File: config.mk
export PLATFORM = sky130hd
export DESIGN_NAME = video_sector_frame_demux_top
export DESIGN_NICKNAME = d
export VERILOG_FILES = /design/src/rtl/vsfd_pkg.sv /design/src/rtl/video_sector_frame_demux_top.sv /design/src/rtl/vsfd_in_stage.sv /design/src/rtl/vsfd_core.sv
export VERILOG_INCLUDE_DIRS = /design/src /design/src/rtl
export SDC_FILE = /design/constraint.sdc
export NUM_CORES = 1
export LEC_CHECK = 0
export ABC_AREA = 1
export BUFFER_PORTS_ARGS = -buffer_cell sky130_fd_sc_hd__buf_2
export CAP_MARGIN = 20
export CORE_UTILIZATION = 35
export DETAILED_ROUTE_END_ITERATION = 8
export PLACE_DENSITY_LB_ADDON = 0.25
export SLEW_MARGIN = 15
export SYNTH_ARGS = -nofsm -noshare
export SYNTH_HDL_FRONTEND = slang
export SYNTH_SLANG_ARGS = --single-unit
File: constraint.sdc
create_clock -name clk -period 4.65 [get_ports clk]
set_input_delay 0.93 -clock clk [delete_from_list [all_inputs] [get_ports clk]]
set_output_delay 0.93 -clock clk [all_outputs]
set_load 0.005 [all_outputs]
File: src/rtl/video_sector_frame_demux_top_macros.svh
// Assertion macros for the video sector frame demux.
`ifndef VIDEO_SECTOR_FRAME_DEMUX_TOP_MACROS_SVH
`define VIDEO_SECTOR_FRAME_DEMUX_TOP_MACROS_SVH

// Same-cycle implication, clocked on clk, off during reset.
`define VSFD_ASSERT_NOW(label, ante, cons, msg) \
  label: assert property (@(posedge clk) disable iff (!rst_n) (ante) |-> (cons)) \
    else $error(msg);

// Next-cycle implication, clocked on clk, off during reset.
`define VSFD_ASSERT_NEXT(label, ante, cons, msg) \
  label: assert property (@(posedge clk) disable iff (!rst_n) (ante) |=> (cons)) \
    else $error(msg);

`endif

File: src/rtl/vsfd_pkg.sv
// Types and constants shared by the video sector frame demux.
package vsfd_pkg;

  localparam logic [15:0] MAGIC_OK        = 16'h0160;
  localparam logic [15:0] TYPE_VIDEO      = 16'h8001;
  localparam logic [15:0] ROUND_MASK      = 16'hfff0;
  localparam logic [15:0] ROUND_ADD       = 16'd15;
  localparam logic [12:0] WORDS_PER_CHUNK = 13'd504;
  localparam logic [16:0] REM_FLOOR       = 17'h10000;
  localparam logic [15:0] DROP_MAX        = 16'hffff;
  localparam logic [31:0] FRAME_RESET     = 32'hffff_ffff;

  typedef enum logic [1:0] {
    ST_APPEND = 2'd0,
    ST_IGNORE = 2'd1,
    ST_END    = 2'd2,
    ST_RANGE  = 2'd3
  } status_t;

  typedef struct packed {
    logic [15:0]        magic_word;
    logic [15:0]        sector_type;
    logic [15:0]        chunk_number;
    logic [15:0]        chunk_total;
    logic signed [31:0] frame_number;
    logic [15:0]        pixel_width;
    logic [15:0]        pixel_height;
  } in_t;

  typedef struct packed {
    status_t     status;
    logic        frame_complete;
    logic        frame_dropped;
    logic        buffer_index;
    logic [12:0] word_offset;
    logic [15:0] rounded_width;
    logic [15:0] rounded_height;
    logic [15:0] dropped_total;
  } out_t;

  // Handshake status of the input register toward the core and output stage.
  typedef struct packed {
    logic valid;
    logic fire;
  } stage_ctl_t;

endpackage

File: src/rtl/video_sector_frame_demux_top.sv
// Top level of the video sector frame demux: input register, decision core, result register.
// The only stages are the input and result registers, with the decision core between them.
// Throughput: one request per cycle while out_stall is low.
// Reset: synchronous active-low rst_n clears both valid flags and the frame state
// (current frame -1, no chunks pending, buffer 0, no drops, stream open).
`include "video_sector_frame_demux_top_macros.svh"

module video_sector_frame_demux_top #(
  parameter int MAX_CHUNKS = 16
) (
  input  logic           clk,
  input  logic           rst_n,
  input  logic           in_valid,
  output logic           in_stall,
  input  vsfd_pkg::in_t  in_data,
  output logic           out_valid,
  input  logic           out_stall,
  output vsfd_pkg::out_t out_data
);

  logic                 out_valid_r;
  logic                 out_valid_nxt;
  vsfd_pkg::out_t       out_data_r;
  logic                 take_ok;
  vsfd_pkg::stage_ctl_t ctl;
  vsfd_pkg::in_t        req;
  vsfd_pkg::out_t       res;
  logic                 ended;

  assign take_ok   = !out_valid_r || !out_stall;
  assign out_valid = out_valid_r;
  assign out_data  = out_data_r;

  vsfd_in_stage u_in_stage (
    .clk      (clk),
    .rst_n    (rst_n),
    .in_valid (in_valid),
    .in_stall (in_stall),
    .in_data  (in_data),
    .take_ok  (take_ok),
    .ctl      (ctl),
    .req      (req)
  );

  vsfd_core #(
    .MAX_CHUNKS (MAX_CHUNKS)
  ) u_core (
    .clk   (clk),
    .rst_n (rst_n),
    .fire  (ctl.fire),
    .req   (req),
    .res   (res),
    .ended (ended)
  );

  always_comb begin
    out_valid_nxt = out_valid_r;
    if (ctl.fire) begin
      out_valid_nxt = 1'b1;
    end else if (!out_stall) begin
      out_valid_nxt = 1'b0;
    end
  end

  always_ff @(posedge clk) begin
    if (!rst_n) begin
      out_valid_r <= 1'b0;
    end else begin
      out_valid_r <= out_valid_nxt;
    end
  end

  always_ff @(posedge clk) begin
    if (ctl.fire) begin
      out_data_r <= res;
    end
  end

  `VSFD_ASSERT_NOW(a_ended_sticky, ctl.fire && ended, res.status == vsfd_pkg::ST_END && !res.frame_complete && !res.frame_dropped, "ended stream gave a non-end result")
  `VSFD_ASSERT_NEXT(a_fire_loads_out, ctl.fire, out_valid_r, "request moved on but no result is held")
  `VSFD_ASSERT_NOW(a_stall_only_when_full, in_stall, ctl.valid && out_valid_r, "input stalled with room in the pipeline")

endmodule

File: src/rtl/vsfd_in_stage.sv
// Input request register with stall toward the upstream side.
module vsfd_in_stage (
  input  logic                clk,
  input  logic                rst_n,
  input  logic                in_valid,
  output logic                in_stall,
  input  vsfd_pkg::in_t       in_data,
  input  logic                take_ok,
  output vsfd_pkg::stage_ctl_t ctl,
  output vsfd_pkg::in_t       req
);

  logic          valid_r;
  logic          valid_nxt;
  logic          load;
  vsfd_pkg::in_t req_r;

  assign in_stall  = valid_r && !take_ok;
  assign load      = in_valid && !in_stall;
  assign ctl.valid = valid_r;
  assign ctl.fire  = valid_r && take_ok;
  assign req       = req_r;

  always_comb begin
    valid_nxt = valid_r;
    if (load) begin
      valid_nxt = 1'b1;
    end else if (ctl.fire) begin
      valid_nxt = 1'b0;
    end
  end

  always_ff @(posedge clk) begin
    if (!rst_n) begin
      valid_r <= 1'b0;
    end else begin
      valid_r <= valid_nxt;
    end
  end

  always_ff @(posedge clk) begin
    if (load) begin
      req_r <= in_data;
    end
  end

endmodule

File: src/rtl/vsfd_core.sv
// Frame tracking state and per-sector decision logic.
module vsfd_core #(
  parameter int MAX_CHUNKS = 16
) (
  input  logic           clk,
  input  logic           rst_n,
  input  logic           fire,
  input  vsfd_pkg::in_t  req,
  output vsfd_pkg::out_t res,
  output logic           ended
);

  logic signed [31:0] frame_r, frame_nxt;
  logic [16:0]        rem_r, rem_nxt;
  logic               wbuf_r, wbuf_nxt;
  logic [15:0]        drop_r, drop_nxt;
  logic               ended_r, ended_nxt;
  logic [15:0]        width_r, width_nxt;
  logic [15:0]        height_r, height_nxt;
  logic [16:0]        rem_base;
  logic               newer;

  assign ended = ended_r;
  assign newer = req.frame_number > frame_r;

  always_comb begin
    frame_nxt  = frame_r;
    rem_nxt    = rem_r;
    wbuf_nxt   = wbuf_r;
    drop_nxt   = drop_r;
    ended_nxt  = ended_r;
    width_nxt  = width_r;
    height_nxt = height_r;
    rem_base   = rem_r;
    res.status         = vsfd_pkg::ST_END;
    res.frame_complete = 1'b0;
    res.frame_dropped  = 1'b0;
    res.word_offset    = '0;

    if (ended_r || req.magic_word != vsfd_pkg::MAGIC_OK) begin
      ended_nxt  = 1'b1;
      res.status = vsfd_pkg::ST_END;
    end else if (req.sector_type != vsfd_pkg::TYPE_VIDEO) begin
      res.status = vsfd_pkg::ST_IGNORE;
    end else if (req.frame_number < frame_r) begin
      ended_nxt  = 1'b1;
      res.status = vsfd_pkg::ST_END;
    end else begin
      if (newer) begin
        if (rem_r != '0) begin
          res.frame_dropped = 1'b1;
          if (drop_r != vsfd_pkg::DROP_MAX) begin
            drop_nxt = drop_r + 16'd1;
          end
        end else begin
          res.frame_complete = 1'b1;
        end
        frame_nxt  = req.frame_number;
        rem_base   = {1'b0, req.chunk_total};
        wbuf_nxt   = !wbuf_r;
        width_nxt  = (req.pixel_width + vsfd_pkg::ROUND_ADD) & vsfd_pkg::ROUND_MASK;
        height_nxt = (req.pixel_height + vsfd_pkg::ROUND_ADD) & vsfd_pkg::ROUND_MASK;
      end
      rem_nxt = rem_base;
      if (rem_base != vsfd_pkg::REM_FLOOR) begin
        rem_nxt = rem_base - 17'd1;
      end
      if (req.chunk_number >= 16'(MAX_CHUNKS)) begin
        res.status = vsfd_pkg::ST_RANGE;
      end else begin
        res.status      = vsfd_pkg::ST_APPEND;
        res.word_offset = req.chunk_number[12:0] * vsfd_pkg::WORDS_PER_CHUNK;
      end
    end

    res.buffer_index   = wbuf_nxt;
    res.rounded_width  = width_nxt;
    res.rounded_height = height_nxt;
    res.dropped_total  = drop_nxt;
  end

  always_ff @(posedge clk) begin
    if (!rst_n) begin
      frame_r  <= vsfd_pkg::FRAME_RESET;
      rem_r    <= '0;
      wbuf_r   <= 1'b0;
      drop_r   <= '0;
      ended_r  <= 1'b0;
      width_r  <= '0;
      height_r <= '0;
    end else if (fire) begin
      frame_r  <= frame_nxt;
      rem_r    <= rem_nxt;
      wbuf_r   <= wbuf_nxt;
      drop_r   <= drop_nxt;
      ended_r  <= ended_nxt;
      width_r  <= width_nxt;
      height_r <= height_nxt;
    end
  end

endmodule

# After elaboration in Yosys (flattened, before gate mapping)
# Index checks and enable logic that the tools add are counted.
totals:
  regBits: 295
  in_bits: 132
  out_inout_bits: 68
  elab_cells: 97
classes:
  n_addsub: 4
  n_mul: 1
  n_lt_le_gt_ge: 3
  eq_ne: 6
  mux: 35
  bitwise_logic: 4
  reduce_logical: 19
ops:
  columns: ["op", "n"]
  rows:
  - ["16-bit two-way mux", 14]
  - ["17-bit two-way mux", 5]
  - ["16-bit by 4-bit adder with 16-bit output (second input constant)", 2]
  - ["32-bit > comparator", 1]
  - ["32-bit less-than comparator", 1]
  - ["16-bit != test (second input constant)", 2]
  - ["17-bit != test (second input constant)", 1]
  - ["17-bit nonzero test", 1]
  - ["17-bit by 1-bit subtractor with 17-bit output (second input constant)", 1]
  - ["16-bit by 1-bit adder with 16-bit output (second input constant)", 1]
  - ["16-bit by 5-bit >= comparator with 1-bit output (second input constant)", 1]
  - ["16-bit by 9-bit != test with 1-bit output (second input constant)", 1]
  - ["13-bit by 6-bit multiplier with 10-bit output (second input constant)", 1]
  - ["1-bit two-way mux", 13]
  - ["4-bit OR reduction", 2]
  - ["2-bit two-way mux", 3]
  - ["1-bit logical NOT", 5]
  - ["5-bit AND reduction", 1]
  - ["2-bit by 1-bit != test with 1-bit output (second input constant)", 2]
  - ["1-bit inverter", 4]
  - ["4-bit AND reduction", 1]
  - ["2-bit nonzero test", 2]
  - ["1-bit logical AND", 3]
  - ["3-bit AND reduction", 1]
  - ["2 further kinds", 3]

# Longest topological paths before layout
# Gate-level depths: netlist of the first run.
depth:
  depth_word: 7
  depth_mapped: 27
  mapped_depth_nobuf: 26

# Hierarchy
# A second synthesis of the first run with hierarchy kept.
unflattened:
  hier_cells: 1393
  area_unflattened_um2: 13728.2
by_module_without_submodules:
  columns: ["module", "n_inst", "cells_each", "area_per_inst_um2", "seq_area_each_um2"]
  rows:
  - ["vsfd_core", 1, 1183, 7792.5, 1981.9]
  - ["vsfd_in_stage", 1, 139, 3911.3, 3863.7]
  - ["video_sector_frame_demux_top", 1, 71, 2024.4, 2001.9]

# Least setup slack after synthesis of the first run
# OpenSTA, ideal clock, no wires.
synth_path:
  path_type: "input to register"
  startpoint: "in out_stall"
  endpoint: "reg u_in_stage.req_r (netlist bit u_in_stage.req[0]) (enable)"
  setup_time_ps: 481
  arrival_ps: 3672
  t_required_ps: 4169
  path_slack_ps: 497
  path_stages: 5
  path_buffers: 0
  path_cell_list: "nand2_1 > nor2_1 > inv_1 > nand2_1 > inv_1"
synth_between:
  elab_chain_len: 6
synth_lines:
  columns: ["element", "line", "text"]
  rows:
  - ["from (decl)", "video_sector_frame_demux_top.sv:17", "input logic out_stall,"]
  - ["1-bit logical NOT", null, null]
  - ["1-bit logical OR", "video_sector_frame_demux_top.sv:30", "assign take_ok = !out_valid_r || !out_stall;"]
  - ["1-bit logical NOT", "vsfd_in_stage.sv:18", "assign in_stall = valid_r && !take_ok;"]
  - ["1-bit logical AND", "vsfd_in_stage.sv:18", null]
  - ["via in_stall", "video_sector_frame_demux_top.sv:14", "output logic in_stall,"]
  - ["1-bit logical NOT", "vsfd_in_stage.sv:19", "assign load = in_valid && !in_stall;"]
  - ["1-bit logical AND", "vsfd_in_stage.sv:19", null]
  - ["via u_in_stage.load", "vsfd_in_stage.sv:15", "logic load;"]
  - ["to (signal assigned)", "vsfd_in_stage.sv:43", "req_r <= in_data;"]
  - ["to (decl)", "vsfd_in_stage.sv:16", "vsfd_pkg::in_t req_r;"]
# The timed path passes the listed nets, and every way through them passes these cells.
# A chain may end at the register's enable or synchronous reset.

# Worst setup path in the final report of the first run
layout_path:
  startpoint: "reg u_in_stage.req_r (netlist bit u_in_stage.req[57])"
  endpoint: "reg u_core.rem_r[1]"
layout_between:
  elab_chain_len: 7
  elab_cells_between_ends: 11
  classes_between: "add/sub: 1; order compare: 2; eq/ne: 1; mux: 5; bitwise: 1; reduce/logical: 1"
layout_lines:
  columns: ["element", "line", "text"]
  rows:
  - ["32-bit > comparator", "vsfd_core.sv:24", "assign newer = req.frame_number > frame_r;"]
  - ["17-bit two-way mux", "vsfd_core.sv:49", "if (newer) begin"]
  - ["17-bit two-way mux", "vsfd_core.sv:45", "end else if (req.frame_number < frame_r) begin"]
  - ["17-bit two-way mux", "vsfd_core.sv:43", "end else if (req.sector_type != vsfd_pkg::TYPE_VIDEO) begin"]
  - ["17-bit two-way mux", "vsfd_core.sv:40", "if (ended_r || req.magic_word != vsfd_pkg::MAGIC_OK) begin"]
  - ["17-bit by 1-bit subtractor with 17-bit output / 17-bit != test (equally long branches)", "vsfd_core.sv:66, vsfd_core.sv:65", null]
  - ["17-bit two-way mux", "vsfd_core.sv:65", "if (rem_base != vsfd_pkg::REM_FLOOR) begin"]
  - ["to (signal assigned)", "vsfd_core.sv:93", "rem_r <= rem_nxt;"]
  - ["to (decl)", "vsfd_core.sv:14", "logic [16:0] rem_r, rem_nxt;"]
# Parallel ways exist; a longest one is shown, timed or not. The select of a mux whose other input is x is not followed.

==> metrics.md, run 1 <==
| Metric | Value |
|---|---|
| Status | `finished, final reports clean` |
| Number of buffers between clock root and the deepest sink | `3` |
| Internal Power | `4.93 mW` |
| Clock tree from TritonCTS | `built` |
| GRT overflow | `0` |
| Total power density per cell area | `397 nW/um2` |
| Synthesized area divided by synthesized cell count | `10.3 um2` |
| Initial cell density of the core | `35.7%` |
| Non-filler instance count after layout | `2,049` |
| Clock share of power | `45.0%` |
| Die span in y | `198 um` |
| Unique masters post-synth | `50` |
| Count of flip-flops with a built-in enable after synthesis | `191` |
| Antenna violations before repair | `0` |
| Post-detailed-route via-to-cell ratio | `4.59` |
| Reported net switching power | `1.48 mW` |
| Pin count of the biggest net entering global routing | `78` |
| Kind of critical path | `reg -> reg` |
| HPWL after detailed placement | `20,800 um` |
| Worst reg2reg setup slack | `0.94 ns` |
| Number of top-level pins | `200` |
| Total of cells resized after clock tree synthesis | `0` |
| Seq cells post-synth | `292` |
| Static leakage | `7.16 nW` |
| Weighted congestion at the end of routability-driven global placement | `0.832` |
| Post-CTS Hold Fix Bufs | `0` |
| Fraction of layout instances using a drive strength above 1 | `20.5%` |
| Area inside the core boundary | `37,800 um2` |
| Pre-CTS worst setup slack | `0.964 ns` |
| Required @ worst endpoint | `5.07 ns` |
| Maximum Capacitance Violations | `0` |
| Worst flop-to-flop path endpoint | `u_core.rem_r[1]` |
| Wire length of the first global-routing pass | `47,400 um` |
| Worst Path Arrival | `4.13 ns` |
| Synth Cell Area | `13,500 um2` |
| Number of cells on the worst hold path | `2` |
| Routed length per placed instance | `14.5 um` |
| Combinational fraction of design power | `9.5%` |
| Worst Hold Class | `reg -> reg` |
| Count of synthesis-stage warnings from yosys | `0` |
| H-tree Lvls | `2` |
| Clock slew at the register clock pins of the worst setup and hold paths | `0.06 ns` |
| Unrepaired setup endpoints after global routing | `false` |
| Commonest register cell after synthesis | `sky130_fd_sc_hd__edfxtp_1` |
| Number of sinks handled by clock tree synthesis | `292` |
| Sequential fraction of design power | `45.5%` |
| WHS Endpoint | `u_core.width_r[2]` |
| Number of global-route vias before repair | `9,165` |
| Setup crit end kind | `register` |
| Gate count of the mapped netlist | `1,312` |
| Min cycle time layout | `3.71 ns` |
| Peak supply drop | `276 uV` |
| Commonest cells after routing, fill and taps aside | `258 x sky130_fd_sc_hd__nand2_1, 196 x sky130_fd_sc_hd__buf_2, 191 x sky130_fd_sc_hd__edfxtp_1` |
| Number of endpoints with negative hold slack in the final report | `0` |
| Area added between synthesis and finish | `20.0%` |
| Area of combinational cells with multiple inputs | `4760 um2` |
| Antenna fix cells | `0` |
| Worst setup slack after layout | `0.945 ns` |
| Number of DRC violations after detailed routing | `0` |
| Launch instance of the worst register-to-register path | `u_in_stage.req[57]` |
| Site row count | `71` |
| Final-layout fill cell count | `3,614` |
| Root buffer cell | `sky130_fd_sc_hd__clkbuf_16` |
| Number of endpoints failing setup at the final stage | `0` |
| Fraction of registers with async set/reset | `0%` |
| Maximum fanout count along the critical path | `26` |
| Fmax | `0.270 GHz` |
| Leading cell type in the layout, fill and taps excluded | `sky130_fd_sc_hd__nand2_1` |
| Sw frac | `23.1%` |
| Reg2Reg Depth | `18` |
| Final cycle utilization of the critical path | `79.7%` |
| Area of the die | `39,300 um2` |
| Final net count | `1,710` |
| Hold path start | `u_core.width_r[2]` |
| Count of buffers added by post-CTS timing repair for setup | `0` |
| Total iterations of the first detailed-routing run | `5` |
| Worst clock skew | `0.0211 ns` |
| Final Max Slew Viols | `0` |
| Launching element type of the critical path | `register` |
| Wirelength, routed | `29,800 um` |
| TritonCTS Buffers | `35` |
| Setup total negative slack | `0 ns` |
| Detail Route Antenna Nets | `0` |
| Slew headroom | `32.5%` |
| Clock latency of the later-clocked register in the worst-skew pair | `0.54 ns` |
| Via total after detailed routing | `9,399` |
| FF/Latch Area | `7760 um2` |
| Sequential share of the synthesized area | `57.6%` |
| Overall fraction of global-route tracks in use | `15.6%` |
| Count of routing violations after the opening detailed-route iteration | `463` |
| Slew @ Worst Pin | `1.00 ns` |
| Die span in x | `198 um` |
| Inst Count DP | `1,985` |
| Number of buffers inserted by port buffering | `196` |
[cell families after synthesis]
| family | Yosys count | synth area share, % |
|---|---|---|
| AOI/OAI and AO/OA | 199 | 8.58 |
| DFF | 292 | 57.6 |
| xor gates and xnor gates | 44 | 2.86 |
| buffers and inverters | 234 | 7.15 |
| other | 1 | 0.0278 |
| and+or+nand+nor | 475 | 16.6 |
| adders and majority gates | 67 | 7.17 |
[area by class of cell]
cell class	instances	area share (%)
Tap cell	511	3.96
Sequential cell	292	48.0
Clock buffer	50	6.09
Clock inverter	14	1.44
Timing Repair Buffer	207	6.66
Inverter	187	4.38
Multi-Input combinational cell	788	29.5
[synthesized netlist by cell type, drive strengths merged, types with 3 or more instances]
| library cell | number | share of area, % |
|---|---|---|
| fa | 17 | 2.5 |
| inv | 187 | 5.2 |
| dfxtp | 101 | 15 |
| xor2 | 32 | 2.1 |
| a21oi | 83 | 3.1 |
| nand3b | 3 | 0.20 |
| nand4 | 32 | 1.5 |
| edfxtp | 191 | 43 |
| nor3 | 9 | 0.42 |
| nand2 | 274 | 8.0 |
| xnor2 | 12 | 0.78 |
| nor4 | 20 | 0.98 |
| o21ai | 70 | 2.7 |
| o211ai | 33 | 1.8 |
| nor3b | 3 | 0.17 |
| nor2 | 88 | 3.1 |
| o31ai | 4 | 0.37 |
| ha | 50 | 4.6 |
| nand3 | 39 | 1.7 |
| clkbuf | 17 | 0.47 |
| buf | 30 | 1.5 |
[through the flow]
| stage | hold slack, ns | power, mW | instance area, um2 | utilization (%) |
|---|---|---|---|---|
| 5_1_grt | 0.454 | 6.72 | 16200 | 42.8 |
| 2_1_floorplan | 0.415 | 3.41 | 13500 | - |
| 4_1_cts | 0.433 | 6.54 | 16200 | 42.8 |
| 3_5_place_dp | 0.425 | 3.60 | 14900 | 39.6 |
| 6_report | 0.431 | 6.42 | 16200 | 42.8 |
| 3_3_place_gp | 0.422 | 3.59 | 14900 | 39.6 |
[per-layer routing]
metal / vias to the layer above / part of all wire [%] / track usage [%]
met4: 0 / 2.3 / 4.94
met3: 44 / 4.8 / 3.36
li1: 4814 / - / -
met2: 199 / 48 / 26.2
met1: 4342 / 45 / 19.9
met5: - / 0 / 0
[power groups by stage]
| stage | combinational (mW) | clock, mW | sequential (mW) |
|---|---|---|---|
| 6_report | 0.611 | 2.89 | 2.92 |
| 3_5_place_dp | 0.620 | 0 | 2.98 |
| 4_1_cts | 0.624 | 2.99 | 2.92 |
| 3_3_place_gp | 0.615 | 0 | 2.98 |
| 2_1_floorplan | 0.439 | 0 | 2.97 |
| 5_1_grt | 0.712 | 3.08 | 2.93 |
[state kept, by name, summed over array words and instances, names as in the netlist]
name                cells
u_core.height_r        16
u_core.width_r         16
u_core.wbuf_r           1
u_core.ended            1
out_data               63
out_valid               1
u_in_stage.req        128
u_core.frame_r         32
u_core.rem_r           17
u_core.drop_r          16
u_in_stage.valid_r      1
[critical path, cell delays in order (launching register included)]
cell,delay (ns)
sky130_fd_sc_hd__edfxtp_1,0.40
sky130_fd_sc_hd__ha_1,0.33
sky130_fd_sc_hd__a21oi_1,0.17
sky130_fd_sc_hd__o21ai_0,0.11
sky130_fd_sc_hd__nand2_1,0.07
sky130_fd_sc_hd__nand2_1,0.05
sky130_fd_sc_hd__a21oi_2,0.13
sky130_fd_sc_hd__nand3_2,0.38
sky130_fd_sc_hd__nand3_4,0.42
sky130_fd_sc_hd__nand2_1,0.12
sky130_fd_sc_hd__nand2_2,0.13
sky130_fd_sc_hd__ha_1,0.22
sky130_fd_sc_hd__nand3_2,0.15
sky130_fd_sc_hd__nor2_4,0.24
sky130_fd_sc_hd__nand3_2,0.32
sky130_fd_sc_hd__nand2_1,0.14
sky130_fd_sc_hd__nand3_1,0.08
sky130_fd_sc_hd__nand2_1,0.08
sky130_fd_sc_hd__inv_1,0.04
[worst max-delay path by stage]
| stage | start | to | slack, ns | cells past startpoint |
|---|---|---|---|---|
| after floorplan | out_stall | u_in_stage.req[0] | 0.50 | 5 |
| after global placement | u_in_stage.req[83] | out_data[59] | 1.02 | 14 |
| after detailed placement | u_in_stage.req[83] | out_data[59] | 0.96 | 14 |
| after CTS | u_in_stage.req[83] | out_data[60] | 0.95 | 14 |
| after global routing | u_in_stage.req[63] | u_core.rem_r[0] | 0.58 | 17 |
| final | u_in_stage.req[57] | u_core.rem_r[1] | 0.94 | 18 |
No activity file was read; power rests on OpenSTA's default activity.
==> run 2, diff against run 1 <==
Clock period 4.65 ns to 3.6 ns, I/O delays scaled along.
==> metrics.md, run 2 (synthesis results as in run 1) <==
| Metric | Value |
|---|---|
| Worst hold-check slack | `0.363 ns` |
| Final Core Density | `43.4%` |
| Clock share of power | `41.7%` |
| Launching element type of the critical path | `register` |
| Min cycle time layout | `3.46 ns` |
| Final net count | `1,738` |
| Global routing met1 resource utilization | `20.2%` |
| Initial cell density of the core | `35.7%` |
| Leading cell type in the layout, fill and taps excluded | `sky130_fd_sc_hd__nand2_1` |
| Worst clock skew | `0.0123 ns` |
| Status | `finished, final reports clean` |
| Setup crit end kind | `register` |
| Launch instance of the worst register-to-register path | `u_in_stage.req[83]` |
| Post-detailed-route via-to-cell ratio | `4.62` |
| TritonCTS Buffers | `35` |
| Clock latency of the later-clocked register in the worst-skew pair | `0.53 ns` |
| Met2 layer usage reported by global route | `25.3%` |
| Hold path start | `in_data[85]` |
| Worst flop-to-flop path endpoint | `out_data[60]` |
| Peak supply drop | `353 uV` |
| Internal Power | `6.21 mW` |
| Pin count of the biggest net entering global routing | `80` |
| FF/Latch Area | `7760 um2` |
| Area added between synthesis and finish | `21.6%` |
| Weighted congestion at the end of routability-driven global placement | `0.825` |
| Final Max Slew Viols | `0` |
| Inst Count DP | `2,010` |
| Number of stages on the worst setup path | `13` |
| Worst Hold Class | `in -> reg` |
| Antenna violations before repair | `0` |
| Kind of critical path | `reg -> reg` |
| Slew @ Worst Pin | `0.785 ns` |
| Final cycle utilization of the critical path | `96.1%` |
| Cell with the biggest individual delay on the critical path | `sky130_fd_sc_hd__fa_1` |
| Number of buffers inserted by port buffering | `196` |
| Worst setup slack after layout | `0.140 ns` |
| Number of DRC violations after detailed routing | `0` |
| Non-filler instance count after layout | `2,075` |
| Clock tree from TritonCTS | `built` |
| Total iterations of the first detailed-routing run | `5` |
| Commonest cells after routing, fill and taps aside | `255 x sky130_fd_sc_hd__nand2_1, 196 x sky130_fd_sc_hd__buf_2, 191 x sky130_fd_sc_hd__edfxtp_1` |
| Maximum fanout count along the critical path | `3` |
| Number of endpoints with negative hold slack in the final report | `0` |
| Pre-CTS worst setup slack | `-0.0141 ns` |
| Area of the die | `39,300 um2` |
| Critical path startpoint | `u_in_stage.req[83]` |
| Wire length of the first global-routing pass | `47,200 um` |
| Number of flip-flops under the largest register name | `128` |
| Overall fraction of global-route tracks in use | `15.5%` |
| Reg2Reg Depth | `13` |
| Sw frac | `24.2%` |
| Root buffer cell | `sky130_fd_sc_hd__clkbuf_16` |
| Sum of buffers and inverters on the critical path | `1` |
| Number of sinks handled by clock tree synthesis | `292` |
| Antenna fix cells | `0` |
| Number of top-level pins | `200` |
| Sequential fraction of design power | `46.1%` |
| HPWL after detailed placement | `21,100 um` |
| Site row count | `71` |
| Wirelength, routed | `30,200 um` |
| Clock slew at the register clock pins of the worst setup and hold paths | `0.05 ns` |
| Unrepaired setup endpoints after global routing | `true` |
| Area inside the core boundary | `37,800 um2` |
| Detail Route Antenna Nets | `0` |
| Number of endpoints failing setup at the final stage | `0` |
| Worst Path Arrival | `3.73 ns` |
| Critical Path, Cell by Cell | `buf_6 > fa_1 > fa_1 > fa_1 > ha_4 > a21oi_2 > nand2_2 > nand2_2 > nand2_2 > a21oi_2 > xor2_1 > or2_4 > a21oi_2` |
| Static leakage | `7.25 nW` |
| Kind of cell adding the most delay to the critical path | `adder cells` |
| Maximum Capacitance Violations | `0` |
| Number of global-route vias before repair | `9,183` |
| Final-layout fill cell count | `3,654` |
| Worst reg2reg setup slack | `0.14 ns` |
| Combinational fraction of design power | `12.2%` |
| H-tree Lvls | `2` |
| Area of combinational cells with multiple inputs | `4840 um2` |
| Total power density per cell area | `500 nW/um2` |
| Via total after detailed routing | `9,584` |
| Reported net switching power | `1.99 mW` |
| Die span in x | `198 um` |
| Count of routing violations after the opening detailed-route iteration | `368` |
| Number of buffers between clock root and the deepest sink | `3` |
| GRT overflow | `0` |
| GRT Max-Usage Layer | `met2` |
| Capture point of the worst path | `out_data[60]` |
| Slew headroom | `47.7%` |
| Fmax | `0.289 GHz` |
| Critical path's largest stage delay | `0.58 ns` |
| Routed length per placed instance | `14.5 um` |
| GR met3 Demand/Resource | `2.73%` |
| Fraction of layout instances using a drive strength above 1 | `22.9%` |
| Post-CTS Hold Fix Bufs | `0` |
| Die span in y | `198 um` |
| Required @ worst endpoint | `3.87 ns` |
[run 2: changes by cell type in the layout (fill, tap and decap cells not counted), sizes merged]
cell,before,now
buf,207,235
clkinv,7,12
bufinv,6,2
clkbuf,50,46
clkinvlp,0,2
inv,188,187
[run 2: metrics by stage]
| step | area [um2] | setup TNS, ns | total power, mW |
|---|---|---|---|
| after floorplan | 13500 | 0 | 4.40 |
| after global placement | 15200 | 0 | 4.69 |
| after detailed placement | 15200 | -0.0141 | 4.70 |
| after CTS | 16300 | 0 | 8.21 |
| after global routing | 16400 | -0.0602 | 8.59 |
| final | 16400 | 0 | 8.19 |
[run 2: power groups by stage]
stage	Sequential [mW]	Clock [mW]	Combinational, mW
finish	3.77	3.41	1.00
global route	3.79	3.65	1.15
CTS	3.77	3.55	0.888
detailed placement	3.84	0	0.858
global placement	3.84	0	0.849
floorplan	3.84	0	0.568
[run 2: how the worst min path moves through the flow]
stage,slack (ns),to,cells past startpoint
4_1_cts,0.32,u_in_stage.req[102],1
5_1_grt,0.34,u_in_stage.req[102],1
2_1_floorplan,0.42,u_core.height_r[0],2
6_report,0.36,u_in_stage.req[85],1
3_5_place_dp,0.43,u_core.width_r[1],2
3_3_place_gp,0.42,u_core.height_r[1],2
[run 2: final cells by class]
| class | instances | area share, % |
|---|---|---|
| Inverter | 187 | 4.31 |
| Clock buffer | 46 | 5.92 |
| Multi-Input combinational cell | 788 | 29.5 |
| Tap cell | 511 | 3.91 |
| Clock inverter | 16 | 0.810 |
| Sequential cell | 292 | 47.4 |
| Timing Repair Buffer | 235 | 8.13 |
[run 2: routing by layer]
layer / wire length, um / part of all wire (%) / vias up
met2: 14000 / 46 / 183
met5: 0 / 0 / -
li1: - / - / 4864
met4: 797 / 2.6 / 0
met3: 1490 / 4.9 / 47
met1: 13900 / 46 / 4490
[run 2: what timing repair did]
| item | 4_1_cts | 5_1_grt |
|---|---|---|
| gates cloned | 0 | 0 |
| hold endpoints to repair | 0 | 0 |
| buffers inserted | 0 | 3 |
| endpoints found under the setup margin | 1 | 2 |
| pin swaps | 1 | 22 |
| resized for setup | 3 | 18 |
